--- config.mk ---
export PLATFORM = sky130hd
export DESIGN_NAME = fcpa_ram
export DESIGN_NICKNAME = d
export VERILOG_FILES = /design/src/hdl/fcpa_ram.sv
export SDC_FILE = /design/constraint.sdc
export NUM_CORES = 1
export LEC_CHECK = 0
export BUFFER_PORTS_ARGS = -buffer_cell sky130_fd_sc_hd__buf_2
export CORE_AREA = 2 2 106 108
export CTS_CLUSTER_DIAMETER = 40
export DETAILED_ROUTE_END_ITERATION = 7
export DIE_AREA = 0 0 108 110
export GPL_TIMING_DRIVEN = 0
export PLACE_DENSITY = 0.65
export SLEW_MARGIN = 20
export SYNTH_ARGS = -nofsm -noshare
export SYNTH_HDL_FRONTEND = slang
export SYNTH_SLANG_ARGS = --single-unit
--- constraint.sdc ---
create_clock -name clock -period 1.7 [get_ports clock]
set_input_delay 0.085 -clock clock [delete_from_list [all_inputs] [get_ports clock]]
set_output_delay 0.085 -clock clock [all_outputs]
set_load 0.03 [all_outputs]
--- src/hdl/fcpa_ram.sv ---
module fcpa_ram #(
   parameter int WIDTH = 8,
   parameter int DEPTH = 16,
   localparam int ADDR_W = (DEPTH > 1) ? $clog2(DEPTH) : 1
) (
   input  logic                 clock,
   input  logic                 wr_en,
   input  logic [ADDR_W-1:0]    wr_addr,
   input  logic [WIDTH-1:0]     wr_data,
   input  logic [ADDR_W-1:0]    rd_addr,
   output logic [WIDTH-1:0]     rd_data
);

   logic [WIDTH-1:0] mem [DEPTH];
   logic [WIDTH-1:0] rd_data_ff;

   always_ff @(posedge clock) begin
      if (wr_en) begin
         mem[wr_addr] <= wr_data;
      end
      rd_data_ff <= mem[rd_addr];
   end

   assign rd_data = rd_data_ff;

endmodule

After elaboration in Yosys (flattened, before gate mapping)
Memories as Yosys holds them, arrays and structs flattened. A register that Yosys moved wholly into a read port is not among the register bits.
Cells that the tools add are included.
- input bits: 18
- memories kept: 1
- memory bits (read-only): 0
- word-level logic and storage cells: 3
- memory bits (writable): 128
- bits in registers: 0
- latch bits: 0
- output and inout bits: 8
- memories (name ; depth ; width ; read ports ; clocked after memory_dff ; write ports ; line ; text):
    mem ; 16 ; 8 ; 1 ; 1 ; 1 ; 14 ; logic [WIDTH-1:0] mem [DEPTH];
- muxes and demuxes: 2
- add/subtract/negate cells: 0
- bitwise gates (word level): 0
- shift operators: 0
- $mul: 0
- magnitude comparators: 0
- reductions and logical operators: 0
- divide/modulo/power cells: 0
- eq/ne operators: 0
- operator list (cell ; number):
    two-way mux 1 bit ; 2

Longest topological paths before layout
- depth in word-level cells: 2
- depth in mapped cells: 5

Least setup slack after synthesis
OpenSTA, ideal clock, no wires.
- kind: input-to-reg
- from: input wr_addr[2]
- to: memory mem[0][0] (enable)
- slack: 0.122 ns
- stages on the path: 2
- library setup time: 0.383 ns
- data required time: 1.317 ns
- data arrival time: 1.195 ns
- buffers on the path: 0
- cell sequence: or3b_2 -> nor3_1
- RTL lines (what ; line ; text):
    start, declared ; 8 ; input logic [ADDR_W-1:0] wr_addr,
    end, declared ; 14 ;
Straight into the memory's write port.

==> results_dict.tcl <==
set metrics [dict create \
    drt_iter0_markers 148 \
    max_freq_mhz 703 \
    first_global_vias 2433 \
    synth_fa_ha_area_share_pct 0 \
    yosys-top-cells-area "edfxtp_1 (75%), mux4_2 (7.9%), mux4_1 (7.1%)" \
    clkTransAtPathRegs_ns 0.06 \
    slew_headroom_pct 47.4 \
    vias_per_cell 5.50 \
    cellPowerDensity_nw_per_um2 1280 \
    tns_ns 0 \
    r2r_cells 3 \
    cts_setup_buffers 0 \
    yosys.area_share.simple_pct 3.18 \
    avgSynthCellArea_sq_um 22.5 \
    num_vias 2380 \
    post-route-drc-count 0 \
    slowest_delay_ns 0.55 \
    die_w_um 108 \
    drv_cap 0 \
    grt_use_total_pct 17.9 \
    num-fill-cells 797 \
    grt_max_degree 17 \
    power_leakage_nw 2.08 \
    syn_nets 247 \
    slew_viol_final 0 \
    synthFlopType "edfxtp_1" \
    clockRootBuffer "clkbuf_8" \
    dp_hpwl_mm 5.86 \
    synth_cell_type_count 19 \
    cp.arrival_ns 1.83 \
    area_delta_synth_final_pct 19.6 \
    routabilityCongestion 0.705 \
    yosysWarnings 0 \
    yosys.area_share.xor_xnor_pct 0 \
    worstSkewPairLatency_ns 0.53 \
    seq_area_frac_synth_pct 77.8 \
    pin_count 26 \
    port_buffers 24 \
    worstMarginPinSlew_ns 0.786 \
    synth_top_area_share_pct 74.7 \
    core_area_sq_um 10700 \
    cts_buffers 17 \
    peakVddDrop_mv 0.946 \
    synth-edff-count 128 \
    async_flop_share_pct 0 \
    ant_nets 0 \
    worstPathMaxFanout 1 \
    fin_crit_ns 1.42 \
    wl_per_cell_um 21.8 \
    synth_largest_area_cell "edfxtp_1" \
    antenna_found_initial 0 \
    finalClockSkew_ns 0.00600 \
    synth_commonest_cells "edfxtp_1 (128), mux4_2 (18), a22oi_1 (16)" \
    clock-sinks 136 \
    drt-total-wl_mm 9.43 \
    whs_path_depth 2 \
    worstReg2RegStart "mem[5][0]" \
    start_util_pct 48.1 \
    cts_max_level 4 \
    r2r_setup_slack_ns 0.28 \
    grt_pass1_wl_mm 14.2 \
    syn_inst 229 \
    cts_resized 0 \
    clk_path_buf_depth 2 \
    reg2reg_to "rd_data[0]" \
    path_cells "mux4_1, a22oi_1, nand2_1" \
    hold_class "in -> reg" \
    worstHoldEndpoint "mem[4][5]" \
    synthMuxAreaShare_pct 15.0 \
    yosysMostFrequentCell "edfxtp_1" \
    outcome "complete, no violations" \
    cts_tree "yes" \
    overflow 0 \
    hold_slack_ns 0.0675 \
    start_kind "flip-flop" \
    setup_violations 0 \
    synth_compound_area_share_pct 2.33 \
    crit_slowest_cell "mux4_1" \
    period_share_pct 83.6 \
    synth_top_family_by_area "multiplexers" \
    firstDrtPassIters 5 \
    rsz0062_at_grt "false" \
    die_y_um 110 \
    nets 298 \
    drive_gt1_share_pct 29.4 \
    hold_viol 0 \
    ys_ff_latch 136 \
    diodes 0 \
    netlist_area_sq_um 5150 \
    crit_type "reg -> reg" \
    die_area_sq_um 11900 \
    critPathCaptureType "flip-flop" \
    rows 38 \
    worstPathRequired_ns 2.11 \
    p_total_mw 7.90 \
    hold_path_startpoint "wr_addr[1]" \
]
metrics by stage:
| step | std cells | cell area [sq um] | utilization, % | setup WS [ns] |
|---|---|---|---|---|
| 2_1_floorplan | 229 | 5150 | - | 0.122 |
| 3_3_place_gp | 393 | 5440 | 50.9 | -0.452 |
| 3_5_place_dp | 393 | 5460 | 51.1 | -0.104 |
| 4_1_cts | 433 | 6150 | 57.5 | 0.225 |
| 5_1_grt | 433 | 6150 | 57.5 | 0.216 |
| 6_report | 433 | 6150 | 57.5 | 0.278 |
layout make-up:
class	count	area [sq um]	share of cell area, %
well taps	140	175	2.85
repair buffers	32	200	3.25
plain buffers	10	86.3	1.40
multi-input cells	83	1080	17.5
clock buffers	23	467	7.58
flip-flops and latches	136	4000	65.1
clock inverters	9	145	2.36
what timing repair did:
action | in CTS | in global routing
endpoints found under the hold margin | 128 | 0
hold buffers | 8 | 0
setup endpoints to repair | 0 | 0
placed cells by master (no fill, tap or decap):
cell,synthesis,layout
clkinv_2,0,5
buf_2,3,27
clkbuf_1,0,3
dfxtp_1,8,8
nor2_1,13,13
clkbuf_8,0,4
bufinv_16,0,4
and2_1,1,1
buf_6,3,3
buf_4,1,1
nand2_1,9,9
a22oi_1,16,16
dlygate4sd3_1,0,8
mux4_1,14,14
nand3b_1,2,2
or3b_2,1,1
nor3_2,0,4
clkbuf_16,0,16
and2b_1,1,1
mux4_2,18,18
nor2b_1,1,1
clkdlybuf4s25_2,3,3
nand3_1,1,1
nand2b_1,2,2
edfxtp_1,128,128
cell families (layout without fill, tap and decap cells):
logic type / after synthesis / after routing
buf+inv: 10 / 74
mux: 32 / 32
simple gates: 35 / 35
flops: 136 / 136
compound gates: 16 / 16
critical path: cells and delay by family, from the launching register on:
| kind | cells | cell delay (ns) |
|---|---|---|
| AO/OA/AOI/OAI | 1 | 0.32 |
| flip-flops | 1 | 0.35 |
| multiplexers | 1 | 0.55 |
| AND/OR/NAND/NOR | 1 | 0.09 |
sequential cells by signal, summed over array words and instances, names as in the netlist:
signal   flops
mem        128
rd_data      8
power breakdown:
| group | total [mW] | internal (mW) | switching [mW] |
|---|---|---|---|
| clock network | 3.73 | 2.48 | 1.24 |
| registers | 3.77 | 3.75 | 0.0158 |
| logic | 0.410 | 0.161 | 0.248 |
how the worst max path moves through the flow:
stage                 endpoint  slack (ns)       start
CTS                 rd_data[0]        0.23   mem[6][0]
global route        rd_data[0]        0.22   mem[4][0]
global placement     mem[0][7]       -0.45  wr_addr[2]
detailed placement   mem[1][7]       -0.10  wr_addr[2]
floorplan            mem[0][0]        0.12  wr_addr[2]
finish              rd_data[0]        0.28   mem[5][0]
per-layer routing:
| layer | wire length (um) | vias up | GRT usage (%) | share of wire [%] |
|---|---|---|---|---|
| met3 | 713 | 7 | 5.82 | 7.6 |
| met1 | 3850 | 1214 | 23.6 | 41 |
| met4 | 111 | 0 | 6.04 | 1.2 |
| met5 | 0 | - | 0 | 0 |
| met2 | 4760 | 86 | 28.3 | 50 |
| li1 | - | 1073 | - | - |
Note: power is estimated with default switching activity, not from simulation.
